<file path="src/rtl/core/infix_to_postfix_converter_core_macros.svh">
// ---------------------------------------------------------------------------
// Infix-to-postfix converter assertion macros
// Shared concurrent-assertion shorthands, sampled on clk and
// disabled while arst_n is low.
// ---------------------------------------------------------------------------
`ifndef INFIX_TO_POSTFIX_CONVERTER_CORE_MACROS_SVH
`define INFIX_TO_POSTFIX_CONVERTER_CORE_MACROS_SVH

// Same-cycle implication
`define ITP_ASSERT_NOW(label, ante, cons, msg) \
	label: assert property (@(posedge clk) disable iff (!arst_n) (ante) |-> (cons)) \
		else $error(msg);

// Next-cycle implication
`define ITP_ASSERT_NEXT(label, ante, cons, msg) \
	label: assert property (@(posedge clk) disable iff (!arst_n) (ante) |=> (cons)) \
		else $error(msg);

`endif

</file>
<file path="src/rtl/core/itp_pkg.sv">
// ---------------------------------------------------------------------------
// Infix-to-postfix converter package
// Operator codes, character constants, error codes and decode helpers.
// ---------------------------------------------------------------------------
package itp_pkg;

	// Default operator stack depth
	localparam int STACK_DEPTH_DEF = 32;

	// ASCII characters of interest
	localparam logic [7:0] CHAR_OPEN  = 8'h28;
	localparam logic [7:0] CHAR_CLOSE = 8'h29;
	localparam logic [7:0] CHAR_MUL   = 8'h2A;
	localparam logic [7:0] CHAR_ADD   = 8'h2B;
	localparam logic [7:0] CHAR_SUB   = 8'h2D;
	localparam logic [7:0] CHAR_DIV   = 8'h2F;
	localparam logic [7:0] CHAR_ZERO  = 8'h30;
	localparam logic [7:0] CHAR_NINE  = 8'h39;
	localparam logic [7:0] CHAR_NUL   = 8'h00;

	// Stacked operator codes
	typedef enum logic [2:0] {
		OP_OPEN = 3'd0,
		OP_ADD  = 3'd1,
		OP_SUB  = 3'd2,
		OP_MUL  = 3'd3,
		OP_DIV  = 3'd4
	} op_code_t;

	// Expression error codes
	typedef enum logic [1:0] {
		ERR_NONE     = 2'd0,
		ERR_CLOSE    = 2'd1,
		ERR_OPEN     = 2'd2,
		ERR_OVERFLOW = 2'd3
	} err_code_t;

	// Input word classes
	typedef enum logic [2:0] {
		CLS_NONE,
		CLS_DIGIT,
		CLS_OPEN,
		CLS_CLOSE,
		CLS_OP,
		CLS_END
	} cls_t;

	// Precedence: '(' lowest so an operator never pops it
	function automatic logic [1:0] op_rank(op_code_t code);
		logic [1:0] r;
		case (code)
			OP_ADD, OP_SUB: r = 2'd2;
			OP_MUL, OP_DIV: r = 2'd3;
			default:        r = 2'd1;
		endcase
		return r;
	endfunction

	// Character emitted for a popped operator
	function automatic logic [7:0] op_char(op_code_t code);
		logic [7:0] c;
		case (code)
			OP_OPEN: c = CHAR_OPEN;
			OP_ADD:  c = CHAR_ADD;
			OP_SUB:  c = CHAR_SUB;
			OP_MUL:  c = CHAR_MUL;
			OP_DIV:  c = CHAR_DIV;
			default: c = CHAR_NUL;
		endcase
		return c;
	endfunction

	// Operator code of an arithmetic character
	function automatic op_code_t op_of_char(logic [7:0] ch);
		op_code_t code;
		case (ch)
			CHAR_ADD: code = OP_ADD;
			CHAR_SUB: code = OP_SUB;
			CHAR_MUL: code = OP_MUL;
			CHAR_DIV: code = OP_DIV;
			default:  code = OP_OPEN;
		endcase
		return code;
	endfunction

	// Sort an input word into its class
	function automatic cls_t classify(logic kind, logic [7:0] ch);
		cls_t cls;
		if (kind) begin
			cls = CLS_END;
		end else if (ch >= CHAR_ZERO && ch <= CHAR_NINE) begin
			cls = CLS_DIGIT;
		end else begin
			case (ch)
				CHAR_OPEN:  cls = CLS_OPEN;
				CHAR_CLOSE: cls = CLS_CLOSE;
				CHAR_ADD, CHAR_SUB, CHAR_MUL, CHAR_DIV: cls = CLS_OP;
				default:    cls = CLS_NONE;
			endcase
		end
		return cls;
	endfunction

endpackage

</file>
<file path="src/rtl/core/itp_if.sv">
// ---------------------------------------------------------------------------
// Infix-to-postfix converter channels
// Valid/ready channels for input characters and postfix results.
// ---------------------------------------------------------------------------

// Input channel: one character or end mark per word
interface itp_in_if;
	logic       valid;
	logic       ready;
	logic       kind;
	logic [7:0] ch;

	modport source (output valid, output kind, output ch, input ready);
	modport sink   (input valid, input kind, input ch, output ready);
endinterface

// Output channel: one postfix symbol or end marker per word
interface itp_out_if;
	logic       valid;
	logic       ready;
	logic [7:0] symbol;
	logic       symbol_valid;
	logic       expr_end;
	logic       last;
	logic [1:0] error_code;

	modport source (output valid, output symbol, output symbol_valid, output expr_end,
		output last, output error_code, input ready);
	modport sink   (input valid, input symbol, input symbol_valid, input expr_end,
		input last, input error_code, output ready);
endinterface

</file>
<file path="src/rtl/core/itp_stack_mem.sv">
// ---------------------------------------------------------------------------
// Operator stack memory
// One write port, one read port, read data registered.
// ---------------------------------------------------------------------------
module itp_stack_mem #(
	parameter int STACK_DEPTH = itp_pkg::STACK_DEPTH_DEF,
	parameter int AW          = $clog2(STACK_DEPTH)
) (
	input  logic               clk,
	input  logic               wr_en,
	input  logic [AW-1:0]      wr_addr,
	input  itp_pkg::op_code_t  wr_data,
	input  logic               rd_en,
	input  logic [AW-1:0]      rd_addr,
	output itp_pkg::op_code_t  rd_data
);

	itp_pkg::op_code_t mem [STACK_DEPTH];

	// Write stacked operator
	always_ff @(posedge clk) begin
		if (wr_en) begin
			mem[wr_addr] <= wr_data;
		end
	end

	// Read and hold top candidate until the next read
	always_ff @(posedge clk) begin
		if (rd_en) begin
			rd_data <= mem[rd_addr];
		end
	end

endmodule

</file>
<file path="src/rtl/core/infix_to_postfix_converter_core.sv">
// ---------------------------------------------------------------------------
// Infix-to-postfix converter core
// Shunting-yard conversion of single-digit infix expressions, operator
// stack held in a synchronous memory.
// ---------------------------------------------------------------------------
// Usage:
//   infix   : one word per character (kind=0) or end of expression (kind=1).
//   postfix : postfix symbols in order; an end word closes with a marker word
//             (symbol_valid=0, expr_end=1) carrying the first error of the
//             expression. last marks the final word caused by an input word.
// Sequencing:
//   A digit appears on postfix in the cycle after acceptance; after a digit,
//   '(' or ignored character the next word is taken once the output is free.
//   A ')', operator or end word that touches a non-empty stack reads the top,
//   examines stacked entries one by one in S_POP, releases the last symbol in
//   S_FIN and, for an end word, sends the marker in S_MARK. The single read
//   port of the stack memory caps pops at one entry per cycle when not stalled.
// Reset:
//   arst_n clears the stack count, the pending error and all valids; stack
//   contents are not cleared and need no clearing pass.
// Stalls:
//   A stalled postfix receiver holds the output word; the core then pauses
//   its pops and accepts no new input until the output register frees up.
// ---------------------------------------------------------------------------
`include "infix_to_postfix_converter_core_macros.svh"

module infix_to_postfix_converter_core #(
	parameter int STACK_DEPTH = itp_pkg::STACK_DEPTH_DEF
) (
	input  logic       clk,
	input  logic       arst_n,
	itp_in_if.sink     infix,
	itp_out_if.source  postfix
);

	localparam int AW = $clog2(STACK_DEPTH);
	localparam int CW = $clog2(STACK_DEPTH + 1);

	typedef enum logic [1:0] {
		S_IDLE,
		S_POP,
		S_FIN,
		S_MARK
	} state_t;

	state_t                state_q;
	itp_pkg::cls_t         cls_q;
	itp_pkg::op_code_t     code_q;
	logic [CW-1:0]         count_q;
	itp_pkg::err_code_t    pending_q;
	logic                  hold_vld_q;
	logic [7:0]            hold_sym_q;

	logic                  out_vld_q;
	logic [7:0]            symbol_q;
	logic                  symbol_valid_q;
	logic                  expr_end_q;
	logic                  last_q;
	itp_pkg::err_code_t    error_code_q;

	// Memory port signals
	logic                  wr_en;
	logic [AW-1:0]         wr_addr;
	itp_pkg::op_code_t     wr_data;
	logic                  rd_en;
	logic [AW-1:0]         rd_addr;
	itp_pkg::op_code_t     top;

	// Control decode
	logic                  out_free;
	logic                  accept;
	itp_pkg::cls_t         in_cls;
	itp_pkg::op_code_t     in_code;
	logic [CW-1:0]         cnt_m1;
	logic [CW-1:0]         cnt_m2;
	logic                  take;
	logic                  emit;
	logic                  more;
	logic                  step_ok;
	logic [CW-1:0]         cnt_after;
	logic                  push_full;
	logic                  mark_load;

	assign out_free     = !out_vld_q || postfix.ready;
	assign infix.ready  = (state_q == S_IDLE) && out_free;
	assign accept       = infix.valid && infix.ready;
	assign in_cls       = itp_pkg::classify(infix.kind, infix.ch);
	assign in_code      = itp_pkg::op_of_char(infix.ch);
	assign cnt_m1       = count_q - CW'(1);
	assign cnt_m2       = count_q - CW'(2);

	// Pop step: decide on the entry most recently read
	always_comb begin
		take      = !(cls_q == itp_pkg::CLS_OP &&
			itp_pkg::op_rank(top) < itp_pkg::op_rank(code_q));
		emit      = take && (top != itp_pkg::OP_OPEN);
		more      = take && (cnt_m1 != '0) &&
			!(cls_q == itp_pkg::CLS_CLOSE && top == itp_pkg::OP_OPEN);
		step_ok   = !emit || !hold_vld_q || out_free;
		cnt_after = take ? cnt_m1 : count_q;
		push_full = (cnt_after == CW'(STACK_DEPTH));
	end

	// Stack memory access; reads only hit entries written in earlier cycles
	always_comb begin
		wr_en   = 1'b0;
		wr_addr = count_q[AW-1:0];
		wr_data = itp_pkg::OP_OPEN;
		rd_en   = 1'b0;
		rd_addr = cnt_m1[AW-1:0];
		if (state_q == S_IDLE) begin
			if (accept) begin
				case (in_cls)
					itp_pkg::CLS_OPEN: begin
						wr_en = (count_q != CW'(STACK_DEPTH));
					end
					itp_pkg::CLS_OP: begin
						wr_en   = (count_q == '0);
						wr_data = in_code;
						rd_en   = (count_q != '0);
					end
					itp_pkg::CLS_CLOSE, itp_pkg::CLS_END: begin
						rd_en = (count_q != '0);
					end
					default: begin
					end
				endcase
			end
		end else if (state_q == S_POP && step_ok) begin
			rd_en   = more;
			rd_addr = cnt_m2[AW-1:0];
			wr_en   = (cls_q == itp_pkg::CLS_OP) && !more && !push_full;
			wr_addr = cnt_after[AW-1:0];
			wr_data = code_q;
		end
	end

	itp_stack_mem #(
		.STACK_DEPTH (STACK_DEPTH),
		.AW          (AW)
	) u_stack (
		.clk     (clk),
		.wr_en   (wr_en),
		.wr_addr (wr_addr),
		.wr_data (wr_data),
		.rd_en   (rd_en),
		.rd_addr (rd_addr),
		.rd_data (top)
	);

	assign mark_load = out_free && ((state_q == S_MARK) ||
		(accept && in_cls == itp_pkg::CLS_END && count_q == '0));

	// Sequencer, stack count, error tracking and output register
	always_ff @(posedge clk or negedge arst_n) begin
		if (!arst_n) begin
			state_q        <= S_IDLE;
			cls_q          <= itp_pkg::CLS_NONE;
			code_q         <= itp_pkg::OP_OPEN;
			count_q        <= '0;
			pending_q      <= itp_pkg::ERR_NONE;
			hold_vld_q     <= 1'b0;
			hold_sym_q     <= '0;
			out_vld_q      <= 1'b0;
			symbol_q       <= '0;
			symbol_valid_q <= 1'b0;
			expr_end_q     <= 1'b0;
			last_q         <= 1'b0;
			error_code_q   <= itp_pkg::ERR_NONE;
		end else begin
			// Drop the output word once taken
			if (postfix.ready) begin
				out_vld_q <= 1'b0;
			end

			// End marker, from idle on an empty stack or after the flush
			if (mark_load) begin
				out_vld_q      <= 1'b1;
				symbol_q       <= itp_pkg::CHAR_NUL;
				symbol_valid_q <= 1'b0;
				expr_end_q     <= 1'b1;
				last_q         <= 1'b1;
				error_code_q   <= pending_q;
				pending_q      <= itp_pkg::ERR_NONE;
			end

			case (state_q)
				S_IDLE: begin
					if (accept) begin
						cls_q  <= in_cls;
						code_q <= in_code;
						case (in_cls)
							itp_pkg::CLS_DIGIT: begin
								out_vld_q      <= 1'b1;
								symbol_q       <= infix.ch;
								symbol_valid_q <= 1'b1;
								expr_end_q     <= 1'b0;
								last_q         <= 1'b1;
								error_code_q   <= itp_pkg::ERR_NONE;
							end
							itp_pkg::CLS_OPEN: begin
								if (count_q != CW'(STACK_DEPTH)) begin
									count_q <= count_q + CW'(1);
								end else if (pending_q == itp_pkg::ERR_NONE) begin
									pending_q <= itp_pkg::ERR_OVERFLOW;
								end
							end
							itp_pkg::CLS_CLOSE: begin
								if (count_q == '0) begin
									if (pending_q == itp_pkg::ERR_NONE) begin
										pending_q <= itp_pkg::ERR_CLOSE;
									end
								end else begin
									state_q <= S_POP;
								end
							end
							itp_pkg::CLS_OP: begin
								if (count_q == '0) begin
									count_q <= CW'(1);
								end else begin
									state_q <= S_POP;
								end
							end
							itp_pkg::CLS_END: begin
								if (count_q != '0) begin
									state_q <= S_POP;
								end
							end
							default: begin
							end
						endcase
					end
				end

				S_POP: begin
					if (step_ok) begin
						// Advance the stack count, pushing the operator on the last step
						if (cls_q == itp_pkg::CLS_OP && !more && !push_full) begin
							count_q <= cnt_after + CW'(1);
						end else begin
							count_q <= cnt_after;
						end

						// Move symbol through the hold stage so last can be set later
						if (emit) begin
							if (hold_vld_q) begin
								out_vld_q      <= 1'b1;
								symbol_q       <= hold_sym_q;
								symbol_valid_q <= 1'b1;
								expr_end_q     <= 1'b0;
								last_q         <= 1'b0;
								error_code_q   <= itp_pkg::ERR_NONE;
							end
							hold_vld_q <= 1'b1;
							hold_sym_q <= itp_pkg::op_char(top);
						end

						// Record the first error of the expression
						if (pending_q == itp_pkg::ERR_NONE) begin
							if (cls_q == itp_pkg::CLS_END && top == itp_pkg::OP_OPEN) begin
								pending_q <= itp_pkg::ERR_OPEN;
							end else if (cls_q == itp_pkg::CLS_CLOSE &&
								top != itp_pkg::OP_OPEN && cnt_m1 == '0) begin
								pending_q <= itp_pkg::ERR_CLOSE;
							end else if (cls_q == itp_pkg::CLS_OP && !more && push_full) begin
								pending_q <= itp_pkg::ERR_OVERFLOW;
							end
						end

						if (!more) begin
							state_q <= S_FIN;
						end
					end
				end

				S_FIN: begin
					// Release the held symbol as the closing word of the item
					if (!hold_vld_q || out_free) begin
						if (hold_vld_q) begin
							out_vld_q      <= 1'b1;
							symbol_q       <= hold_sym_q;
							symbol_valid_q <= 1'b1;
							expr_end_q     <= 1'b0;
							last_q         <= (cls_q != itp_pkg::CLS_END);
							error_code_q   <= itp_pkg::ERR_NONE;
						end
						hold_vld_q <= 1'b0;
						state_q    <= (cls_q == itp_pkg::CLS_END) ? S_MARK : S_IDLE;
					end
				end

				S_MARK: begin
					if (out_free) begin
						state_q <= S_IDLE;
					end
				end

				default: begin
					state_q <= S_IDLE;
				end
			endcase
		end
	end

	assign postfix.valid        = out_vld_q;
	assign postfix.symbol       = symbol_q;
	assign postfix.symbol_valid = symbol_valid_q;
	assign postfix.expr_end     = expr_end_q;
	assign postfix.last         = last_q;
	assign postfix.error_code   = error_code_q;

	// Checks
	`ITP_ASSERT_NOW(a_count_bound, 1'b1, count_q <= CW'(STACK_DEPTH), "stack count above depth")
	`ITP_ASSERT_NOW(a_idle_hold_empty, state_q == S_IDLE, !hold_vld_q, "held symbol left at idle")
	`ITP_ASSERT_NOW(a_marker_last, out_vld_q && expr_end_q, last_q && !symbol_valid_q,
		"end marker must be last and carry no symbol")
	`ITP_ASSERT_NEXT(a_marker_clears, mark_load, count_q == '0 && pending_q == itp_pkg::ERR_NONE,
		"stack or error not cleared after end marker")

endmodule

</file>
<file path="src/flat_wrapper.sv">
// flat-port wrapper written by rule: the top's interface ports become plain ports
module infix_to_postfix_converter_core_flat 
#(
	parameter int STACK_DEPTH = itp_pkg::STACK_DEPTH_DEF
)
  (clk, arst_n, infix_valid, infix_kind, infix_ch, infix_ready, postfix_valid, postfix_symbol, postfix_symbol_valid, postfix_expr_end, postfix_last, postfix_error_code, postfix_ready);
  itp_in_if infix_i ();
  itp_out_if postfix_i ();
  input  logic clk;
  input  logic arst_n;
  input wire logic [$bits(infix_i.valid)-1:0] infix_valid;
  input wire logic [$bits(infix_i.kind)-1:0] infix_kind;
  input wire logic [$bits(infix_i.ch)-1:0] infix_ch;
  output wire logic [$bits(infix_i.ready)-1:0] infix_ready;
  output wire logic [$bits(postfix_i.valid)-1:0] postfix_valid;
  output wire logic [$bits(postfix_i.symbol)-1:0] postfix_symbol;
  output wire logic [$bits(postfix_i.symbol_valid)-1:0] postfix_symbol_valid;
  output wire logic [$bits(postfix_i.expr_end)-1:0] postfix_expr_end;
  output wire logic [$bits(postfix_i.last)-1:0] postfix_last;
  output wire logic [$bits(postfix_i.error_code)-1:0] postfix_error_code;
  input wire logic [$bits(postfix_i.ready)-1:0] postfix_ready;
  assign infix_i.valid = infix_valid;
  assign infix_i.kind = infix_kind;
  assign infix_i.ch = infix_ch;
  assign infix_ready = infix_i.ready;
  assign postfix_valid = postfix_i.valid;
  assign postfix_symbol = postfix_i.symbol;
  assign postfix_symbol_valid = postfix_i.symbol_valid;
  assign postfix_expr_end = postfix_i.expr_end;
  assign postfix_last = postfix_i.last;
  assign postfix_error_code = postfix_i.error_code;
  assign postfix_i.ready = postfix_ready;
  infix_to_postfix_converter_core #(.STACK_DEPTH(STACK_DEPTH)) u_core (.clk(clk), .arst_n(arst_n), .infix(infix_i), .postfix(postfix_i));
endmodule
</file>
<file path="config.mk">
export PLATFORM = sky130hd
export DESIGN_NAME = infix_to_postfix_converter_core_flat
export DESIGN_NICKNAME = d
export VERILOG_FILES = /design/src/rtl/core/itp_pkg.sv /design/src/rtl/core/itp_if.sv /design/src/rtl/core/itp_stack_mem.sv /design/src/rtl/core/infix_to_postfix_converter_core.sv /design/src/flat_wrapper.sv
export VERILOG_INCLUDE_DIRS = /design/src /design/src/rtl/core
export SDC_FILE = /design/constraint.sdc
export NUM_CORES = 1
export LEC_CHECK = 0
export BUFFER_PORTS_ARGS = -buffer_cell sky130_fd_sc_hd__buf_2
export CAP_MARGIN = 20
export CORE_MARGIN = 1
export CORE_UTILIZATION = 62
export CTS_CLUSTER_SIZE = 20
export DETAILED_ROUTE_END_ITERATION = 8
export GPL_ROUTABILITY_DRIVEN = 0
export GPL_TIMING_DRIVEN = 0
export PLACE_DENSITY = 0.78
export SLEW_MARGIN = 40
export SYNTH_ARGS = -nofsm -noshare
export SYNTH_HDL_FRONTEND = slang
export SYNTH_SLANG_ARGS = --single-unit
</file>
<file path="constraint.sdc">
create_clock -name clk -period 5.4 [get_ports clk]
set_clock_uncertainty 0.15 [all_clocks]
set_input_delay 0.54 -clock clk [delete_from_list [all_inputs] [get_ports clk]]
set_output_delay 0.54 -clock clk [all_outputs]
set_load 0.02 [all_outputs]
</file>
# Yosys cells after proc, flatten, opt, wreduce, memory -nomap -nowiden
# Memories as Yosys holds them, arrays and structs flattened. A register that Yosys moved wholly into a read port is not among the register bits.
# Cells that the tools add are included.
dict set report totals {
  register_bits 39
  mem_bits_rw 96
  in_bits 13
  out_inout_bits 15
  wordCells 223
  mem_count 1
}
# memory depth word_bits rd rd_clocked_by_memory_dff write_ports line
set mem_list {}
lappend mem_list {u_core.u_stack.mem 32 3 1 1 1 itp_stack_mem.sv:18} ;# itp_pkg::op_code_t mem [STACK_DEPTH];
dict set report classes {
  add_sub_neg 4
  magnitude_cmp 3
  eq_ne 40
  n_mux 110
  reduce_logical 52
}
# operator count
set op_table {}
lappend op_table {{8-bit 2-to-1 mux} 7}
lappend op_table {{2-bit 2-to-1 mux} 26}
lappend op_table {{8-bit by 6-bit equality test with 1-bit output, second input constant} 6}
lappend op_table {{1-bit 2-to-1 mux} 42}
lappend op_table {{6-bit 2-to-1 mux} 6}
lappend op_table {{6-bit one-hot mux with 5 select lines} 1}
lappend op_table {{6-bit one-hot mux with 2 select lines} 2}
lappend op_table {{8-bit one-hot mux with 3 select lines} 1}
lappend op_table {{3-bit by 2-bit equality test with 1-bit output, second input constant} 7}
lappend op_table {{3-bit inequality test, second input constant} 7}
lappend op_table {{5-bit 2-to-1 mux} 4}
lappend op_table {{2-bit one-hot mux with 2 select lines} 5}
lappend op_table {{3-bit equality test, second input constant} 6}
lappend op_table {{1-bit logical AND} 18}
lappend op_table {{3-bit 2-to-1 mux} 6}
lappend op_table {{6-bit by 1-bit adder with 6-bit output, second input constant} 2}
lappend op_table {{6-bit zero test} 2}
lappend op_table {{1-bit one-hot mux with 3 select lines} 4}
lappend op_table {{3-bit one-hot mux with 4 select lines} 1}
lappend op_table {{6-bit nonzero test} 2}
lappend op_table {{2-bit by 1-bit inequality test with 1-bit output, second input constant} 5}
lappend op_table {{2-bit OR reduction} 5}
lappend op_table {{3-bit by 1-bit equality test with 1-bit output, second input constant} 3}
lappend op_table {{3-bit one-hot mux with 3 select lines} 1}
lappend op_table {{26 further kinds} 40}

# Longest topological paths before layout
# Gate-level depths: netlist (run 1).
dict set report logic_depth {
  depth_word 17
  mapped_depth 16
  ltp_nobuf 15
}

# Modules after synthesis
# Synthesis (run 1) repeated with hierarchy kept, for this count alone.
dict set report unflattened {
  cells_unflattened 522
  hier_area_um2 6776.5
}
# module instances cells_per_inst area_per_inst_um2 seq_area_each_um2
set by_module_without_submodules {}
lappend by_module_without_submodules {itp_stack_mem 1 185 3946.3 2972.9}
lappend by_module_without_submodules {infix_to_postfix_converter_core 1 337 2830.2 875.8}

# Worst setup path before layout (run 1)
# No wires, ideal clock.
dict set report synth_timing {
  path_type {flip-flop to flip-flop}
  startpoint {reg u_core.u_stack.rd_data[0], read port of u_core.u_stack.mem}
  endpoint {mem u_core.u_stack.mem[27][0] (netlist bit), enable pin}
  setup_ps 320
  t_arrival_ps 3440
  required_ps 4930
  setup_slack_ps 1491
  path_stages_with_launch 16
  n_path_buf 1
  period_less_slack_ps 3909
  path_cell_list {edfxtp_1 > buf_4 > nor3_2 > nor2_1 > ha_1 > nor4b_4 > o21a_2 > nand2_2 > a21oi_1 > inv_1 > ha_1 > and3_1 > nand3_2 > a31o_4 > or3b_1 > nor2_1}
}
dict set report synth_between {
  elab_chain_cells 15
  word_cells_on_any_way 33
  cone_classes {1 x order compare; 5 x eq/ne; 8 x mux; 19 x reduce/logical}
}
# item line
set synth_lines {}
lappend synth_lines {{start, declared} itp_stack_mem.sv:15} ;# output itp_pkg::op_code_t rd_data
lappend synth_lines {{parallel branches: the longest is 15 deep, another holds 2-bit less-than comparator} n/a}
lappend synth_lines {{end, declared} itp_stack_mem.sv:18}
# Several ways; the timed one is not identified.

# Worst setup path in the final report (run 1)
dict set report layout_timing {
  startpoint {reg u_core.u_stack.rd_data[0], read port of u_core.u_stack.mem}
  endpoint {mem u_core.u_stack.mem[15][0] (netlist bit), enable pin}
}
# Same word-level chain as after synthesis.

==> results.toml, run 1 <==
[worst_setup_path]
critical_path_arrival_ns = 4.78
criticalPathCategory = "reg -> reg"
regToRegSetupSlack_ns = 0.68
cp-start-kind = "flip-flop"
reg2reg_depth = 15
worst_setup_path_end_kind = "flip-flop"
cp_max_fo = 9
required_ns = 5.46

[yosys]
netlist_area_sq_um = 6940
ys_ff_latch = 134
synth_top_cell_by_area = "edfxtp_1"
synthArstFlopShare_pct = 26.1
yosysTopAreaCellShare_pct = 42.8
syn_area_per_cell_sq_um = 11.6
syn_inst = 599
synth_area_leaders = "edfxtp_1 43%, dfrtp_1 13%, mux2i_1 7.2%, nor2_1 3.7%, a22oi_1 2.8%"
syn-num-nets = 621
ys_warn_count = 0
synth-edff-count = 99
ys_types = 77
synth-main-ff-cell = "edfxtp_1"
yosysSeqAreaShare_pct = 55.4

[die]
num_rows = 38
die_area_sq_um = 11600
start_util_pct = 63.8
core_area_sq_um = 10900
dieWidth_microns = 108
pin_count = 28
die_y_microns = 108

[routing]
routed_wl_microns = 17300
vias_per_cell = 6.70
firstDrtPassIters = 8
ant_nets = 0
route.detailed.drc = 0
dr_total_vias = 5352
drtIter0Drc = 610
detail_route.wl_per_cell_microns = 21.6

[timing]
drv_slew = 0
setup_viol = 0
max-slew-margin-rel_pct = 46.1
fmax_mhz = 212
fin_crit_sh_pct = 87.5
hold_violations = 0
max_slew.worst_pin.slew_ns = 0.805
fin_setup_tns_ns = 0
rsz0062_at_grt = "false"
finalCriticalPeriod_ns = 4.72

[finish]
antenna-diode-count = 0
fillers = 765
nets = 668
multi_input_area_sq_um = 2910
finish.instance_area_sq_um = 7850
seq_area_sq_um = 3850
syn_to_final_growth_pct = 13.0
drive_gt1_share_pct = 15.3

[power]
p_total_mw = 4.87
irDropWorstVdd_mv = 0.471
p_per_area_nw_per_um2 = 621
leakage_nw = 3.03

[global_routing]
grt_util_all_layers_pct = 31.5
grt_pass1_wl_microns = 26700
grt_pass1_vias = 5101
grt-ovfl-total = 0
grt_start_max_net_pins = 36
antenna_found_initial = 0

[clocking]
cts.repair.resized = 0
clock_sinks = 134
cts.path.max_buffers = 2
clk_root_buffer_cell = "clkbuf_8"
insertion_delay_ns = 0.54
cts_tree = "yes"
cts-htree-levels = 4
clk_pin_slew_ns = 0.06
cts-buffers-inserted = 17

[place]
port_buffers = 27
hpwl_microns = 11800
place_area_sq_um = 7260

[run]
cap_violations = 0

[status]
outcome = "completed"

[worst_hold_path]
whs_path_depth = 2
worst_hold_path_type = "in -> reg"
critical path, stage by stage, from the launching register on:
cell	delay, ns
edfxtp_1	0.39
buf_4	0.18
nor3_2	0.49
nor2_1	0.12
ha_1	0.25
nor4b_4	0.36
o21a_2	0.27
nand2_2	0.15
a21oi_1	0.31
inv_1	0.16
ha_1	0.20
and3_1	0.18
nand3_2	0.18
a31o_4	0.25
or3b_1	0.45
nor2_1	0.30
layout make-up:
class	instances	share of cell area, %
Clock buffer	18	5.32
Buffer	26	1.69
Multi-Input combinational cell	423	37.1
Tap cell	140	2.23
Clock inverter	14	1.96
Sequential cell	134	49.0
Timing Repair Buffer	28	1.88
Inverter	16	0.765
placed cells by master, fill, tap and decap left out, types with 4 or more instances in the layout:
cell type / synthesis / layout
a221o_1: 5 / 5
clkbuf_1: 14 / 15
nand4_1: 8 / 8
o21ai_0: 19 / 19
clkbuf_16: 0 / 16
o22ai_1: 6 / 6
dfrtp_1: 35 / 35
nor3_1: 10 / 10
and3_1: 6 / 6
buf_4: 3 / 4
nor2b_1: 6 / 6
a21oi_1: 31 / 31
clkinv_1: 3 / 4
xnor2_1: 18 / 18
nand2_1: 40 / 39
inv_1: 13 / 13
a22oi_1: 26 / 26
buf_2: 7 / 33
clkinvlp_4: 0 / 5
nor2_1: 69 / 69
or3b_1: 4 / 4
and2_1: 4 / 4
a21o_1: 5 / 5
nand2b_1: 4 / 4
nand3_1: 23 / 23
a31oi_1: 5 / 5
ha_1: 9 / 9
clkinv_4: 0 / 4
mux2i_1: 50 / 50
a32oi_1: 4 / 4
edfxtp_1: 99 / 99
nand2_2: 3 / 4
cell families (layout without fill, tap and decap cells):
kind of cell / Yosys count / in the layout / share of synthesized area [%]
AOI/OAI and AO/OA: 147 / 147 / 15.7
xor gates and xnor gates: 20 / 20 / 2.63
adders and majority gates: 9 / 9 / 1.62
buffers and inverters: 42 / 102 / 2.78
DFF: 134 / 134 / 55.4
muxes: 52 / 52 / 7.53
and+or+nand+nor: 195 / 195 / 14.3
cells in the mapped netlist (5+ instances only):
master,number
nor2_1,69
nor3_1,10
xnor2_1,18
o22ai_1,6
clkbuf_1,14
a22o_1,5
dfrtp_1,35
a31oi_1,5
nand3_1,23
a221o_1,5
nand4_1,8
a22oi_1,26
a21o_1,5
nand2_1,40
inv_1,13
a21oi_1,31
nor2b_1,6
and3_1,6
edfxtp_1,99
ha_1,9
buf_2,7
mux2i_1,50
o21ai_0,19
sequential cells by signal, summed over array words and instances, names as in the netlist:
signal and flops:
u_core.u_stack.rd_data 3, u_core.postfix.error_code 2, u_core.u_stack.mem 96, u_core.cls_q 3
u_core.hold_sym_q 4, u_core.postfix.expr_end 1, u_core.postfix.symbol_valid 1, u_core.hold_vld_q 1
u_core.state_q 2, u_core.postfix.last 1, u_core.postfix.valid 1, u_core.postfix.symbol 8
u_core.pending_q 2, u_core.code_q 3, u_core.count_q 6
power breakdown:
group          leakage, nW  internal [mW]  switching, mW
Sequential            1.40           1.22         0.0802
Combinational         1.37          0.866           1.60
Clock                0.262          0.660          0.453
worst paths after layout:
check,end,from
worst max-delay path,u_core.u_stack.mem[15][0]$_DFFE_PP_,u_core.u_stack.rd_data[0]$_DFFE_PP_
worst min-delay path,u_core.postfix.symbol[3]$_DFF_PN0_,infix_ch[3]
worst max register to register,u_core.u_stack.mem[15][0]$_DFFE_PP_,u_core.u_stack.rd_data[0]$_DFFE_PP_
worst min register to register,u_core.postfix.symbol_valid$_DFF_PN0_,u_core.postfix.symbol_valid$_DFF_PN0_
max in group asynchronous,u_core.cls_q[1]$_DFFE_PN0P_,arst_n
min in group asynchronous,u_core.postfix.symbol[6]$_DFF_PN0_,arst_n
per-stage QoR:
step | utilization, % | instances | setup WS (ns) | hold slack, ns
2_1_floorplan | - | 599 | 1.49 | 0.0944
3_3_place_gp | 66.6 | 766 | 0.996 | 0.303
3_5_place_dp | 66.7 | 766 | 0.802 | 0.325
4_1_cts | 72.1 | 799 | 0.710 | 0.133
5_1_grt | 72.1 | 799 | 0.493 | 0.144
6_report | 72.1 | 799 | 0.676 | 0.150
per-layer routing:
| metal | part of all wire [%] | GRT usage [%] | routed length (microns) |
|---|---|---|---|
| met1 | 41 | 42.7 | 7060 |
| met2 | 46 | 48.8 | 8020 |
| met3 | 11 | 8.11 | 1840 |
| met4 | 2.0 | 11.8 | 344 |
| met5 | 0 | 0 | 0 |
timing repair:
| action | CTS | global route |
|---|---|---|
| setup endpoints to repair | 0 | 0 |
| endpoints found under the hold margin | 35 | 0 |
| hold buffers | 1 | 0 |
| buffers inserted | 0 | 0 |
Note: power is estimated with default switching activity, not from simulation.
==> run 2: changes to the inputs <==
- CORE_UTILIZATION: 62 -> 67
- PLACE_DENSITY: 0.78 -> 0.84
- clock period: 5.4 -> 6.1 ns (I/O delays scaled with it)
==> results.toml, run 2 (synthesized netlist as in run 1, its figures left out) <==
[status]
outcome = "completed"

[timing]
fmax_mhz = 215
finalCriticalPeriod_ns = 4.65
hold_ws_ns = 0.217
postLayoutSetupSlackWorst_ns = 1.45
drv_slew = 0
max-slew-margin-rel_pct = 42.1
hold_violations = 0
max_slew.worst_pin.slew_ns = 0.865
setup_viol = 0
fin_setup_tns_ns = 0
rsz0062_at_grt = "false"
fin_crit_sh_pct = 76.2

[power]
switching_power_mw = 1.87
swShare_pct = 43.2
irDropWorstVdd_mv = 0.474
p_comb_share_pct = 50.8
p_int_mw = 2.46
p_total_mw = 4.32
leakage_nw = 3.03
pwr-share-clk_pct = 22.6
p_per_area_nw_per_um2 = 553
p_seq_share_pct = 26.7

[worst_setup_path]
crit_slowest_cell = "nor3_2"
cp_top_family = "simple AND/OR/NAND/NOR gates"
cp.depth = 15
worst_setup_path_end_kind = "flip-flop"
max_stage_delay_ns = 0.49
criticalPathCategory = "reg -> reg"
crit_path_start = "u_core.u_stack.rd_data[0]$_DFFE_PP_"
reg2reg_depth = 15
critical_path_arrival_ns = 4.71
cp-start-kind = "flip-flop"
r2r-end = "u_core.u_stack.mem[7][0]$_DFFE_PP_"
crit_path_end = "u_core.u_stack.mem[7][0]$_DFFE_PP_"
required_ns = 6.15
path_cells = "buf_4 -> nor3_2 -> nor2_1 -> ha_1 -> nor4b_4 -> o21a_2 -> nand2_2 -> a21oi_1 -> inv_1 -> ha_1 -> and3_1 -> nand3_2 -> a31o_4 -> or3b_1 -> nor2_1"
regToRegSetupSlack_ns = 1.45
crit_buf_inv = 2
r2r-start = "u_core.u_stack.rd_data[0]$_DFFE_PP_"
cp_max_fo = 9

[global_routing]
grt-ovfl-total = 0
grt_pass1_wl_microns = 28100
grt_pass1_vias = 5240
grt_start_max_net_pins = 36
antenna_found_initial = 0
grt_util_all_layers_pct = 34.8

[routing]
vias_per_cell = 6.89
firstDrtPassIters = 5
dr_total_vias = 5446
ant_nets = 0
routed_wl_microns = 17700
drtIter0Drc = 694
route.detailed.drc = 0
detail_route.wl_per_cell_microns = 22.5

[clocking]
cts-htree-levels = 4
insertion_delay_ns = 0.53
clk_pin_slew_ns = 0.06
cts-buffers-inserted = 17
cts_tree = "yes"
clk_root_buffer_cell = "clkbuf_8"
cts.repair.resized = 0
cts.path.max_buffers = 2
clock_sinks = 134

[place]
place_area_sq_um = 7260
post-place-ws_ns = 1.56
port_buffers = 27
post-place-cells = 759
hpwl_microns = 12000

[finish]
drive_gt1_share_pct = 14.6
antenna-diode-count = 0
top_register = "u_core.u_stack.mem"
final_util_pct = 79.0
multi_input_area_sq_um = 2910
finish.instance_area_sq_um = 7830
seq_area_sq_um = 3850
syn_to_final_growth_pct = 12.7
nets = 668
fin_cells = 790
most-common-layout-cells = "99 x edfxtp_1, 69 x nor2_1, 50 x mux2i_1, 39 x nand2_1, 35 x dfrtp_1"
mostFrequentLayoutCell = "edfxtp_1"
largest_reg_flops = 96
fillers = 609

[die]
core_area_sq_um = 9910
die_area_sq_um = 10800
die_y_microns = 104
num_rows = 36
start_util_pct = 70.1
pin_count = 28
dieWidth_microns = 104

[run]
cap_violations = 0

[worst_hold_path]
worst_hold_path_type = "in -> reg"
==> run 2: worst register-to-register path: cells and delay by family, from the launching register on <==
kind            cells  cell delay, ns
fa+ha+maj           2            0.45
flops               1            0.36
simple gates        8            2.23
compound gates      3            0.79
buf+inv             2            0.32
==> run 2: worst min path at each step <==
| stage | start | endpoint | slack, ns | cells past startpoint |
|---|---|---|---|---|
| after floorplan | arst_n | u_core.cls_q[0]$_DFFE_PN0P_ | 0.16 | 0 |
| after global placement | u_core.postfix.symbol_valid$_DFF_PN0_ | u_core.postfix.symbol_valid$_DFF_PN0_ | 0.30 | 1 |
| after detailed placement | u_core.postfix.symbol_valid$_DFF_PN0_ | u_core.postfix.symbol_valid$_DFF_PN0_ | 0.31 | 1 |
| after CTS | arst_n | u_core.postfix.symbol_valid$_DFF_PN0_ | 0.03 | 1 |
| after global routing | infix_ch[3] | u_core.postfix.symbol[3]$_DFF_PN0_ | 0.23 | 2 |
| final | infix_ch[3] | u_core.postfix.symbol[3]$_DFF_PN0_ | 0.22 | 2 |
==> run 2: layer usage <==
| layer | global-route usage (%) | vias up | routed length (microns) | part of all wire [%] |
|---|---|---|---|---|
| li1 | - | 2388 | - | - |
| met5 | 0 | - | 0 | 0 |
| met2 | 52.4 | 408 | 8180 | 46 |
| met4 | 14.4 | 0 | 463 | 2.6 |
| met3 | 8.75 | 57 | 2030 | 11 |
| met1 | 48.8 | 2593 | 7070 | 40 |
==> run 2: layout make-up <==
type | instances | area share, %
flip-flops and latches | 134 | 49.2
multi-input cells | 423 | 37.2
clock buffers | 19 | 5.39
well taps | 133 | 2.13
repair buffers | 28 | 1.89
clock inverters | 11 | 1.73
plain buffers | 26 | 1.69
inverters | 16 | 0.768
==> run 2: power groups by stage <==
| stage | clock, mW | combinational (mW) | sequential [mW] |
|---|---|---|---|
| 2_1_floorplan | 0 | 1.53 | 1.18 |
| 3_5_place_dp | 0 | 2.09 | 1.17 |
| 4_1_cts | 0.978 | 2.12 | 1.15 |
| 5_1_grt | 1.02 | 2.32 | 1.16 |
| 6_report | 0.976 | 2.19 | 1.15 |
| 3_3_place_gp | 0 | 2.02 | 1.16 |
==> run 2: what timing repair did <==
action	CTS	global route
hold endpoints to repair	0	35
hold buffers	0	1
setup buffers	0	0
